$ cat src/dcst_pkg.sv
`timescale 1ns / 1ps
// ----------------------------------------------------------------------------
// dcst_pkg
// Shared types, constants and helper functions for the dot column styler.
// ----------------------------------------------------------------------------
package dcst_pkg;

    localparam int DOTS       = 48;
    localparam int CFG_IDX_W  = 4;
    localparam int CFG_DATA_W = 8;
    localparam int STAGES     = 4;

    // configuration register indexes
    localparam logic [CFG_IDX_W-1:0] REG_SCRIPT_MODE   = 4'd0;
    localparam logic [CFG_IDX_W-1:0] REG_EMPHASIS      = 4'd1;
    localparam logic [CFG_IDX_W-1:0] REG_LINE_MARKS    = 4'd2;
    localparam logic [CFG_IDX_W-1:0] REG_HIGHLIGHT     = 4'd3;
    localparam logic [CFG_IDX_W-1:0] REG_REVERSE_VIDEO = 4'd4;
    localparam logic [CFG_IDX_W-1:0] REG_OVERSTRIKE    = 4'd5;
    localparam logic [CFG_IDX_W-1:0] REG_DOUBLE_WIDTH  = 4'd6;
    localparam logic [CFG_IDX_W-1:0] REG_CONDENSED     = 4'd7;

    // script modes
    localparam logic [1:0] SCRIPT_SUPER = 2'd1;
    localparam logic [1:0] SCRIPT_SUB   = 2'd2;

    localparam logic [DOTS-1:0] UNDER_ROWS = 48'hE000_0000_0000;
    localparam logic [DOTS-1:0] OVER_ROWS  = 48'h0000_0000_0007;

    localparam logic [7:0] COND_MIN     = 8'd36;
    localparam logic [7:0] COND_LAST_IN = 8'd35;
    localparam int         COND_TOTAL   = 21;
    localparam int         SUB_SHIFT    = 20;
    localparam int         HL_ROWS      = 9;
    localparam int         HL_BYTES     = 6;

    typedef logic [DOTS-1:0] t_dots;

    typedef struct packed {
        logic [1:0] script_mode;
        logic       emphasis;
        logic [1:0] line_marks;
        logic       highlight;
        logic       reverse_video;
        logic       overstrike;
        logic       double_width;
        logic       condensed;
    } t_cfg;

    // up to four styled stage columns produced by one input item
    typedef struct packed {
        logic [STAGES-1:0][DOTS-1:0] cols;
        logic [STAGES-1:0]           fin;
        logic [1:0]                  first;
        logic [1:0]                  last;
        logic                        dbl;
    } t_bundle;

    // highlight pattern, nine rows of eight bytes
    localparam logic [7:0] HL_TABLE [HL_ROWS*8] = '{
        8'h00, 8'h00, 8'h00, 8'h00, 8'h00, 8'h00, 8'h00, 8'h00,
        8'h60, 8'h60, 8'h60, 8'h60, 8'h60, 8'h60, 8'h60, 8'h60,
        8'h60, 8'h60, 8'h60, 8'h60, 8'h60, 8'h60, 8'h60, 8'h60,
        8'h00, 8'h00, 8'h00, 8'h00, 8'h00, 8'h00, 8'h00, 8'h00,
        8'h00, 8'h00, 8'h00, 8'h00, 8'h00, 8'h00, 8'h00, 8'h00,
        8'h06, 8'h00, 8'h06, 8'h00, 8'h06, 8'h00, 8'h06, 8'h00,
        8'h06, 8'h06, 8'h06, 8'h06, 8'h06, 8'h06, 8'h06, 8'h06,
        8'h00, 8'h06, 8'h00, 8'h06, 8'h00, 8'h06, 8'h00, 8'h06,
        8'h00, 8'h00, 8'h00, 8'h00, 8'h00, 8'h00, 8'h00, 8'h00
    };

    // keep even rows, packed into the lower half or shifted down for subscript
    function automatic t_dots half_rows(input t_dots c, input logic sub);
        logic [DOTS/2-1:0] h;
        for (int i = 0; i < DOTS/2; i++) begin
            h[i] = c[2*i];
        end
        return sub ? (t_dots'(h) << SUB_SHIFT) : t_dots'(h);
    endfunction

    // highlight mask for one pattern row, msb of each byte is the lowest numbered dot
    function automatic t_dots hl_mask(input logic [3:0] row);
        t_dots m;
        int    base;
        base = (row < 4'(HL_ROWS)) ? int'(row) * 8 : 0;
        m    = '0;
        for (int b = 0; b < HL_BYTES; b++) begin
            for (int k = 0; k < 8; k++) begin
                m[b*8+k] = HL_TABLE[base+b][7-k];
            end
        end
        return m;
    endfunction

endpackage

$ cat src/dcst_if.sv
`timescale 1ns / 1ps
// ----------------------------------------------------------------------------
// dcst_if
// Handshake channels of the dot column styler: columns in, columns out and
// configuration writes.
// ----------------------------------------------------------------------------
interface dcst_col_in_if;
    logic        valid;
    logic        ready;
    logic [47:0] column;
    logic [7:0]  glyph_width;

    modport source (output valid, column, glyph_width, input ready);
    modport sink   (input valid, column, glyph_width, output ready);
endinterface

interface dcst_col_out_if;
    logic        valid;
    logic        ready;
    logic [47:0] styled_column;
    logic        last_column;

    modport source (output valid, styled_column, last_column, input ready);
    modport sink   (input valid, styled_column, last_column, output ready);
endinterface

interface dcst_cfg_if;
    logic                             valid;
    logic                             ready;
    logic [dcst_pkg::CFG_IDX_W-1:0]   index;
    logic [dcst_pkg::CFG_DATA_W-1:0]  data;

    modport source (output valid, index, data, input ready);
    modport sink   (input valid, index, data, output ready);
endinterface

$ cat src/dot_column_style_transform.sv
`timescale 1ns / 1ps
// ----------------------------------------------------------------------------
// dot_column_style_transform
// Styles the 48-dot columns of a printer glyph: condensed pairing, script
// halving, emphasis, line marks, highlight, reverse, double strike and
// double width.
//
//   channel | dir | payload                          | transfer when
//   i_col   | in  | column[47:0], glyph_width[7:0]   | valid && ready
//   o_col   | out | styled_column[47:0], last_column | valid && ready
//   i_cfg   | in  | index[3:0], data[7:0]            | valid && ready
//
// An input column is registered in the input register, styled in one
// pass into a bundle of up to four stage columns, then handed out one
// column per cycle from the result register while o_col is ready, each
// column twice in double width. The result register drain sets the rate.
// Reset (synchronous, active low) clears the glyph state and configuration.
// A stalled output keeps the bundle; the next input column is taken
// meanwhile and waits in the input register.
// ----------------------------------------------------------------------------
module dot_column_style_transform #(
    parameter int MAX_COLUMNS = 96
) (
    input  logic            i_clk,
    input  logic            i_rst_n,
    dcst_col_in_if.sink     i_col,
    dcst_col_out_if.source  o_col,
    dcst_cfg_if.sink        i_cfg
);
    import dcst_pkg::*;

    t_cfg    cfg;
    t_bundle bundle;
    logic    load;
    logic    free;

    // configuration registers
    dcst_cfg_regs u_cfg (
        .i_clk   (i_clk),
        .i_rst_n (i_rst_n),
        .i_cfg   (i_cfg),
        .o_cfg   (cfg)
    );

    // single pass styling
    dcst_styler #(
        .MAX_COLUMNS (MAX_COLUMNS)
    ) u_styler (
        .i_clk    (i_clk),
        .i_rst_n  (i_rst_n),
        .i_cfg    (cfg),
        .i_col    (i_col),
        .i_free   (free),
        .o_load   (load),
        .o_bundle (bundle)
    );

    // result register and output sequencing
    dcst_drain u_drain (
        .i_clk    (i_clk),
        .i_rst_n  (i_rst_n),
        .i_load   (load),
        .i_bundle (bundle),
        .o_free   (free),
        .o_col    (o_col)
    );

endmodule

$ cat src/dcst_cfg_regs.sv
`timescale 1ns / 1ps
// ----------------------------------------------------------------------------
// dcst_cfg_regs
// Style configuration register file, written one register per transfer.
// ----------------------------------------------------------------------------
module dcst_cfg_regs (
    input  logic            i_clk,
    input  logic            i_rst_n,
    dcst_cfg_if.sink        i_cfg,
    output dcst_pkg::t_cfg  o_cfg
);
    import dcst_pkg::*;

    t_cfg r_cfg;
    t_cfg n_cfg;

    assign i_cfg.ready = 1'b1;
    assign o_cfg       = r_cfg;

    // register decode
    always_comb begin
        n_cfg = r_cfg;
        if (i_cfg.valid) begin
            unique case (i_cfg.index)
                REG_SCRIPT_MODE:   n_cfg.script_mode   = i_cfg.data[1:0];
                REG_EMPHASIS:      n_cfg.emphasis      = i_cfg.data[0];
                REG_LINE_MARKS:    n_cfg.line_marks    = i_cfg.data[1:0];
                REG_HIGHLIGHT:     n_cfg.highlight     = i_cfg.data[0];
                REG_REVERSE_VIDEO: n_cfg.reverse_video = i_cfg.data[0];
                REG_OVERSTRIKE:    n_cfg.overstrike    = i_cfg.data[0];
                REG_DOUBLE_WIDTH:  n_cfg.double_width  = i_cfg.data[0];
                REG_CONDENSED:     n_cfg.condensed     = i_cfg.data[0];
                default:           n_cfg = r_cfg;
            endcase
        end
    end

    always_ff @(posedge i_clk) begin
        if (!i_rst_n) begin
            r_cfg <= '0;
        end else begin
            r_cfg <= n_cfg;
        end
    end

endmodule

$ cat src/dcst_styler.sv
`timescale 1ns / 1ps
// ----------------------------------------------------------------------------
// dcst_styler
// Input register, glyph state and the styling logic that turns one input
// column into up to four styled stage columns in a single pass.
// ----------------------------------------------------------------------------
module dcst_styler #(
    parameter int MAX_COLUMNS = 96
) (
    input  logic              i_clk,
    input  logic              i_rst_n,
    input  dcst_pkg::t_cfg    i_cfg,
    dcst_col_in_if.sink       i_col,
    input  logic              i_free,
    output logic              o_load,
    output dcst_pkg::t_bundle o_bundle
);
    import dcst_pkg::*;

    localparam int          OIW    = $clog2(MAX_COLUMNS + 1);
    localparam int          HALF   = MAX_COLUMNS / 2;
    localparam logic [7:0]  MAX_W  = 8'(MAX_COLUMNS);
    localparam logic [OIW:0] HALF_S = (OIW+1)'(HALF);
    localparam logic [OIW:0] MAX_S  = (OIW+1)'(MAX_COLUMNS);
    localparam logic [OIW:0] COND_S = (OIW+1)'(COND_TOTAL);

    // input register
    logic       r_in_valid;
    t_dots      r_in_col;
    logic [7:0] r_in_width;

    // glyph state
    t_dots          r_prev;
    t_dots          r_pair;
    logic [7:0]     r_ic;
    logic [OIW-1:0] r_oi;
    logic [3:0]     r_row;

    t_dots          n_prev;
    t_dots          n_pair;
    logic [7:0]     n_ic;
    logic [OIW-1:0] n_oi;
    logic [3:0]     n_row;

    logic                      cond_path;
    logic [OIW:0]              normal_total;
    logic [OIW:0]              total;
    logic [STAGES-1:0]         present;
    logic [STAGES-1:0]         valid_s;
    logic [STAGES-1:0]         emit;
    logic [STAGES-1:0]         fin;
    logic [STAGES-1:0][OIW:0]  s_idx;
    logic [STAGES-1:0][3:0]    row_k;
    logic [STAGES-1:0][DOTS-1:0] styled;
    t_dots                     raw0;
    t_dots                     c0;
    logic [2:0]                nvalid;
    logic [3:0]                row_sum;
    logic                      glyph_end;
    logic                      adv;
    logic [1:0]                first_i;
    logic [1:0]                last_i;

    // path selection and stage count
    always_comb begin
        cond_path    = i_cfg.condensed && (r_in_width >= COND_MIN);
        normal_total = (r_in_width < MAX_W) ? (OIW+1)'(r_in_width) : MAX_S;
        total        = cond_path ? COND_S : normal_total;
        glyph_end    = (r_in_width == 8'd0) ||
                       (({1'b0, r_ic} + 9'd1) >= {1'b0, r_in_width});

        present = '0;
        if (r_in_width != 8'd0) begin
            if (cond_path) begin
                present[0] = (r_ic < COND_MIN) && r_ic[0];
                present[1] = (r_ic == COND_LAST_IN);
                present[2] = (r_ic == COND_LAST_IN);
                present[3] = (r_ic == COND_LAST_IN);
            end else begin
                present[0] = {1'b0, r_ic} < 9'(normal_total);
            end
        end

        fin    = '0;
        fin[0] = !cond_path && (({1'b0, r_ic} + 9'd1) == 9'(normal_total));
        fin[3] = cond_path;

        raw0 = cond_path ? (r_pair | r_in_col) : r_in_col;
        if (i_cfg.script_mode == SCRIPT_SUPER) begin
            c0 = half_rows(raw0, 1'b0);
        end else if (i_cfg.script_mode == SCRIPT_SUB) begin
            c0 = half_rows(raw0, 1'b1);
        end else begin
            c0 = raw0;
        end
    end

    // per stage styling, the three condensed padding columns start from blank dots
    always_comb begin
        for (int k = 0; k < STAGES; k++) begin
            t_dots      c;
            t_dots      p;
            t_dots      e;
            logic [3:0] rs;
            s_idx[k]   = {1'b0, r_oi} + (OIW+1)'(k);
            valid_s[k] = present[k] && (s_idx[k] < total);
            rs         = r_row + 4'(k);
            row_k[k]   = (rs >= 4'(HL_ROWS)) ? rs - 4'(HL_ROWS) : rs;
            c          = (k == 0) ? c0 : '0;
            p          = (k == 0) ? r_prev : ((k == 1) ? c0 : '0);
            e          = c;
            if (i_cfg.emphasis && (s_idx[k] != '0)) begin
                e = e | p;
            end
            if (i_cfg.line_marks[0]) begin
                e = e | UNDER_ROWS;
            end
            if (i_cfg.line_marks[1]) begin
                e = e | OVER_ROWS;
            end
            if (i_cfg.highlight) begin
                e = e | hl_mask(row_k[k]);
            end
            if (i_cfg.reverse_video) begin
                e = ~e;
            end
            if (i_cfg.overstrike) begin
                e = e | (e << 1);
            end
            styled[k] = e;
            emit[k]   = valid_s[k] && !(i_cfg.double_width && (total > HALF_S) &&
                                        (s_idx[k] < total - HALF_S));
        end
    end

    // emitted range inside the bundle
    always_comb begin
        first_i = 2'd0;
        last_i  = 2'd0;
        for (int k = STAGES - 1; k >= 0; k--) begin
            if (emit[k]) begin
                first_i = 2'(k);
            end
        end
        for (int k = 0; k < STAGES; k++) begin
            if (emit[k]) begin
                last_i = 2'(k);
            end
        end
    end

    // handshake with the drain stage
    assign adv         = r_in_valid && ((emit == '0) || i_free);
    assign o_load      = adv && (emit != '0);
    assign i_col.ready = !r_in_valid || adv;

    always_comb begin
        o_bundle.cols  = styled;
        o_bundle.fin   = fin;
        o_bundle.first = first_i;
        o_bundle.last  = last_i;
        o_bundle.dbl   = i_cfg.double_width;
    end

    // glyph state update
    always_comb begin
        nvalid  = 3'(valid_s[0]) + 3'(valid_s[1]) + 3'(valid_s[2]) + 3'(valid_s[3]);
        row_sum = r_row + 4'(nvalid);
        n_prev  = r_prev;
        n_pair  = r_pair;
        n_ic    = r_ic + 8'd1;
        n_oi    = r_oi + OIW'(nvalid);
        n_row   = (row_sum >= 4'(HL_ROWS)) ? row_sum - 4'(HL_ROWS) : row_sum;
        if (valid_s[1]) begin
            n_prev = '0;
        end else if (valid_s[0]) begin
            n_prev = c0;
        end
        if (cond_path && (r_in_width != 8'd0) && (r_ic < COND_MIN) && !r_ic[0]) begin
            n_pair = r_in_col;
        end
        if (glyph_end) begin
            n_prev = '0;
            n_pair = '0;
            n_ic   = '0;
            n_oi   = '0;
            n_row  = '0;
        end
    end

    always_ff @(posedge i_clk) begin
        if (!i_rst_n) begin
            r_in_valid <= 1'b0;
            r_prev     <= '0;
            r_pair     <= '0;
            r_ic       <= '0;
            r_oi       <= '0;
            r_row      <= '0;
        end else begin
            if (i_col.valid && i_col.ready) begin
                r_in_valid <= 1'b1;
            end else if (adv) begin
                r_in_valid <= 1'b0;
            end
            if (adv) begin
                r_prev <= n_prev;
                r_pair <= n_pair;
                r_ic   <= n_ic;
                r_oi   <= n_oi;
                r_row  <= n_row;
            end
        end
    end

    // input payload
    always_ff @(posedge i_clk) begin
        if (i_col.valid && i_col.ready) begin
            r_in_col   <= i_col.column;
            r_in_width <= i_col.glyph_width;
        end
    end

endmodule

$ cat src/dcst_drain.sv
`timescale 1ns / 1ps
// ----------------------------------------------------------------------------
// dcst_drain
// Result register holding one bundle of styled columns, handed out one
// column per transfer, each twice in double width.
// ----------------------------------------------------------------------------
module dcst_drain (
    input  logic              i_clk,
    input  logic              i_rst_n,
    input  logic              i_load,
    input  dcst_pkg::t_bundle i_bundle,
    output logic              o_free,
    dcst_col_out_if.source    o_col
);
    import dcst_pkg::*;

    logic      r_valid;
    t_bundle   r_bundle;
    logic [1:0] r_ptr;
    logic      r_phase;

    logic out_xfer;
    logic col_end;
    logic done;

    assign out_xfer = r_valid && o_col.ready;
    assign col_end  = !r_bundle.dbl || r_phase;
    assign done     = out_xfer && col_end && (r_ptr == r_bundle.last);
    assign o_free   = !r_valid || done;

    assign o_col.valid         = r_valid;
    assign o_col.styled_column = r_bundle.cols[r_ptr];
    assign o_col.last_column   = r_valid && r_bundle.fin[r_ptr] && col_end;

    // bundle sequencing
    always_ff @(posedge i_clk) begin
        if (!i_rst_n) begin
            r_valid <= 1'b0;
            r_ptr   <= '0;
            r_phase <= 1'b0;
        end else if (i_load) begin
            r_valid <= 1'b1;
            r_ptr   <= i_bundle.first;
            r_phase <= 1'b0;
        end else if (out_xfer) begin
            if (!col_end) begin
                r_phase <= 1'b1;
            end else begin
                r_phase <= 1'b0;
                if (r_ptr == r_bundle.last) begin
                    r_valid <= 1'b0;
                end else begin
                    r_ptr <= r_ptr + 2'd1;
                end
            end
        end
    end

    // bundle payload
    always_ff @(posedge i_clk) begin
        if (i_load) begin
            r_bundle <= i_bundle;
        end
    end

endmodule

$ cat src/flat_wrapper.sv
// flat-port wrapper written by rule: the top's interface ports become plain ports
module dot_column_style_transform_flat import dcst_pkg::*;
#(
    parameter int MAX_COLUMNS = 96
)
  (i_clk, i_rst_n, i_col_valid, i_col_column, i_col_glyph_width, i_col_ready, o_col_valid, o_col_styled_column, o_col_last_column, o_col_ready, i_cfg_valid, i_cfg_index, i_cfg_data, i_cfg_ready);
  dcst_col_in_if i_col_i ();
  dcst_col_out_if o_col_i ();
  dcst_cfg_if i_cfg_i ();
  input  logic i_clk;
  input  logic i_rst_n;
  input wire logic [$bits(i_col_i.valid)-1:0] i_col_valid;
  input wire logic [$bits(i_col_i.column)-1:0] i_col_column;
  input wire logic [$bits(i_col_i.glyph_width)-1:0] i_col_glyph_width;
  output wire logic [$bits(i_col_i.ready)-1:0] i_col_ready;
  output wire logic [$bits(o_col_i.valid)-1:0] o_col_valid;
  output wire logic [$bits(o_col_i.styled_column)-1:0] o_col_styled_column;
  output wire logic [$bits(o_col_i.last_column)-1:0] o_col_last_column;
  input wire logic [$bits(o_col_i.ready)-1:0] o_col_ready;
  input wire logic [$bits(i_cfg_i.valid)-1:0] i_cfg_valid;
  input wire logic [$bits(i_cfg_i.index)-1:0] i_cfg_index;
  input wire logic [$bits(i_cfg_i.data)-1:0] i_cfg_data;
  output wire logic [$bits(i_cfg_i.ready)-1:0] i_cfg_ready;
  assign i_col_i.valid = i_col_valid;
  assign i_col_i.column = i_col_column;
  assign i_col_i.glyph_width = i_col_glyph_width;
  assign i_col_ready = i_col_i.ready;
  assign o_col_valid = o_col_i.valid;
  assign o_col_styled_column = o_col_i.styled_column;
  assign o_col_last_column = o_col_i.last_column;
  assign o_col_i.ready = o_col_ready;
  assign i_cfg_i.valid = i_cfg_valid;
  assign i_cfg_i.index = i_cfg_index;
  assign i_cfg_i.data = i_cfg_data;
  assign i_cfg_ready = i_cfg_i.ready;
  dot_column_style_transform #(.MAX_COLUMNS(MAX_COLUMNS)) u_core (.i_clk(i_clk), .i_rst_n(i_rst_n), .i_col(i_col_i), .o_col(o_col_i), .i_cfg(i_cfg_i));
endmodule
$ cat config.mk
export PLATFORM = sky130hd
export DESIGN_NAME = dot_column_style_transform_flat
export DESIGN_NICKNAME = d
export VERILOG_FILES = /design/src/dcst_pkg.sv /design/src/dcst_if.sv /design/src/dot_column_style_transform.sv /design/src/dcst_cfg_regs.sv /design/src/dcst_styler.sv /design/src/dcst_drain.sv /design/src/flat_wrapper.sv
export SDC_FILE = /design/constraint.sdc
export NUM_CORES = 1
export LEC_CHECK = 0
export BUFFER_PORTS_ARGS = -buffer_cell sky130_fd_sc_hd__buf_2
export CAP_MARGIN = 20
export CORE_ASPECT_RATIO = 0.75
export CORE_MARGIN = 10
export CORE_UTILIZATION = 40
export CTS_CLUSTER_DIAMETER = 80
export DETAILED_ROUTE_END_ITERATION = 12
export PLACE_DENSITY_LB_ADDON = 0.05
export SETUP_SLACK_MARGIN = 0.5
export SYNTH_ARGS = -nofsm -noshare
export SYNTH_HDL_FRONTEND = slang
export SYNTH_SLANG_ARGS = --single-unit
$ cat constraint.sdc
create_clock -name i_clk -period 9.9 [get_ports i_clk]
set_input_delay 1.98 -clock i_clk [delete_from_list [all_inputs] [get_ports i_clk]]
set_output_delay 1.98 -clock i_clk [all_outputs]
set_load 0.02 [all_outputs]
==> impl_metrics.tcl <==
set metrics [dict create \
    grt.busiest_layer "met1" \
    cts_max_level 2 \
    fin_ws_ns 2.490 \
    fin_nets 2055 \
    cts_setup_buffers 0 \
    diodes 0 \
    finalSetupViolations 0 \
    worst_pin_slew_ns 1.107 \
    status "finished clean" \
    yosys.area_share.adder 0.05959 \
    timing.critical_path.buf_inv 3 \
    grt-ovfl-total 0 \
    core-area_um2 45770 \
    grt_max_degree 77 \
    cts_buffers 38 \
    pre_cts_ws_ns 3.095 \
    dieArea_um2 55160 \
    clockRootBuffer "clkbuf_16" \
    synth_cell_types 85 \
    yosys.area.top_type "edfxtp_1" \
    antenna_found_initial 1 \
    mostFrequentLayoutCells "edfxtp_1, a21oi_1, o21ai_0" \
    startpoint_type "flip-flop" \
    grt.met1_usage 0.3153 \
    finalWirelength_um 58380 \
    synth_edf_count 189 \
    met2_usage 0.2989 \
    path_max_fanout 8 \
    stdcell_count 2522 \
    initial_utilization 0.4027 \
    yosys_warnings 0 \
    die-height_um 205.9 \
    synth_compound_area_frac 0.2432 \
    tns_ns 0 \
    vias_per_cell 5.882 \
    switching_share 0.2610 \
    clock-sinks 319 \
    detail-route-antenna-nets 0 \
    end_kind "output port" \
    io_pins 125 \
    async_flop_share 0 \
    grt_pass1_wl_um 88170 \
    max_freq_mhz 135.0 \
    p_sw_uw 853.4 \
    seq_area_frac_synth 0.4490 \
    synthFlopType "edfxtp_1" \
    synth_top_family_by_area "compound AO/OA/AOI/OAI gates" \
    gp_congestion 0.8732 \
    via_count 14834 \
    met3_usage 0.04007 \
    drive_gt1_frac 0.1386 \
    peakVddDrop_mv 0.1006 \
    relSlewSlack 0.2617 \
    fillers 4374 \
    finalMaxSlewViolations 0 \
    synth_xor_area_frac 0.05369 \
    synth_mux_area_frac 0.03631 \
    drt_first_pass_iters 5 \
    hp-class "reg2reg" \
    path_delay_family "simple AND/OR/NAND/NOR gates" \
    hold_viol 0 \
    synth_area_per_cell_um2 9.965 \
    synthToLayoutAreaGrowth_pct 11.82 \
    p_leak_nw 7.925 \
    cp_slowest_cell "edfxtp_1" \
    arrival_ns 5.43 \
    cts_tree "built" \
    wl_per_cell_um 23.15 \
    power_frac_seq 0.463 \
    synth_area_leaders "edfxtp_1, dfxtp_1, ha_1" \
    maxCapViolations 0 \
    rsz0062_at_grt "no" \
    grt_usage 0.2077 \
    cpPeakStageDelay_ns 0.54 \
    clkPwrFrac 0.425 \
    synthSimpleGateAreaFrac 0.1152 \
    skew_ns 0.01604 \
    cts.repair.resized 0 \
    cts_max_path_buffers 3 \
    dp.cells 2452 \
    drc 0 \
    crit_required_ns 7.92 \
    die_w_um 267.9 \
    p_comb_frac 0.112 \
    ys_ff_latch 319 \
    hpwlAfterDp_um 41990 \
    intPower_mw 2.416 \
    final_common_cell "edfxtp_1" \
    drt-initial-drc-count 1370 \
    min_period_ns 7.410 \
    netlist_area_um2 18440 \
    clk_pin_slew_ns 0.06 \
    crit_type "reg2out" \
    crit_top_cell "ha_1" \
    rows 68 \
    first_global_vias 13909 \
    io_buffer_count 117 \
    synth_top_area_share 0.3079 \
    r2r_slack_ns 3.88 \
    synthCells 1850 \
    crit_chain "o311a_4 > nor2_4 > inv_2 > nor2_1 > inv_1 > ha_1 > xor2_1 > ha_1 > a21oi_1 > a21boi_0 > nor4b_1 > o21ai_0 > nand4_1 > a21bo_2 > nor3_1 > or3_1 > buf_2" \
    p_per_area_nw_per_um2 158.6 \
    postCtsHoldBufs 0 \
    fin_crit_sh 0.7485 \
    clk_latency_ns 0.55 \
]
[power by group through the flow]
stage / Sequential [mW] / Combinational (mW) / Clock, mW
detailed placement: 1.54 / 0.362 / 0
floorplan: 1.53 / 0.249 / 0
CTS: 1.51 / 0.365 / 1.42
global route: 1.52 / 0.399 / 1.48
finish: 1.51 / 0.366 / 1.39
global placement: 1.54 / 0.361 / 0
[state kept, by name, indices dropped and copies added (netlist names)]
register / flops
u_core.u_drain.r_bundle: 133
u_core.u_styler.r_in_col: 48
u_core.u_styler.r_pair: 48
u_core.u_styler.r_prev: 48
u_core.u_cfg.o_cfg: 10
u_core.u_styler.r_ic: 8
u_core.u_styler.r_in_width: 8
u_core.u_styler.r_oi: 7
u_core.u_styler.r_row: 4
u_core.u_drain.r_ptr: 2
u_core.u_drain.o_col.valid: 1
u_core.u_drain.r_phase: 1
u_core.u_styler.r_in_valid: 1
[per-layer routing]
| layer | up-vias | wire length [µm] |
|---|---|---|
| li1 | 7037 | - |
| met1 | 7228 | 28730 |
| met2 | 502 | 24300 |
| met3 | 67 | 4351 |
| met4 | 0 | 996 |
| met5 | - | 0 |
[metrics by stage]
step	hold WS (ns)	instance area [µm²]	total power, mW	utilization
after floorplan	0.4064	18450	1.777	-
after global placement	0.4452	19370	1.902	0.4232
after detailed placement	0.4513	19380	1.904	0.4234
after CTS	0.4649	20610	3.303	0.4504
after global routing	0.4867	20610	3.396	0.4504
final	0.4709	20610	3.270	0.4504
[cell families (layout without fill, tap and decap cells)]
kind of cell	count (synthesis)	after routing
other cells	1	5
fa+ha+maj	87	87
xor+xnor	113	113
buf+inv	186	259
mux	40	40
simple gates	442	442
flops	319	319
compound gates	662	662
[worst register-to-register path, cell delays in order, from the launching register on]
cell      delay [ns]
edfxtp_1        0.54
o311a_4         0.46
nor2_4          0.22
inv_2           0.06
nor2_1          0.36
inv_1           0.16
ha_1            0.24
xor2_1          0.49
ha_1            0.27
nand4_1         0.13
o21bai_1        0.15
nor4b_1         0.09
nand4_1         0.11
nand4_1         0.09
a21bo_2         0.24
nor3_1          0.09
nor2_4          0.33
buf_4           0.69
buf_4           0.83
[final cells by class]
cell class	count	area, µm²	share of cell area
inverters	48	180.2	0.008740
clock buffers	45	1018	0.04941
well taps	595	744.5	0.03611
flip-flops and latches	319	8290	0.4022
clock inverters	25	215.2	0.01044
repair buffers	141	765.7	0.03714
multi-input cells	1349	9400	0.4560
[Yosys cell counts, types with 6 or more instances]
library cell  instances
buf_2                 8
a31o_2                7
nor2_1              132
nand2_1             123
a21o_1               62
nor3_1               16
a21boi_0              7
a31oi_1               8
nor2b_1              25
o211ai_1             24
a211oi_1             40
mux2i_1              14
clkbuf_1             96
dfxtp_1             130
mux4_2               21
inv_1                44
buf_6                 8
o2bb2ai_1             6
nand2b_1             23
or3_1                 9
and3_1                7
a21oi_1             149
edfxtp_1            189
o31a_1                9
a22o_1               94
ha_1                 83
a22oi_1               6
a221oi_1             18
buf_1                21
and2_1               12
xnor2_1              99
nand3_1              47
nand3b_1              9
o21a_1                8
o22ai_1              38
nand4_1              14
o21ai_0             133
xor2_1               14
[final timing paths]
kind,end,cells after the start,from
worst max-delay path,i_col_ready,17,u_core.u_styler.r_in_width[2]$_DFFE_PP_
worst max register to register,u_core.u_drain.r_bundle[29]$_DFFE_PP_,18,u_core.u_styler.r_in_width[2]$_DFFE_PP_
worst min register to register,u_core.u_styler.r_prev[42]$_SDFFE_PN0P_,1,u_core.u_styler.r_prev[42]$_SDFFE_PN0P_
worst min-delay path,u_core.u_styler.r_prev[42]$_SDFFE_PN0P_,1,u_core.u_styler.r_prev[42]$_SDFFE_PN0P_
No activity file was read; power rests on OpenSTA's default activity.
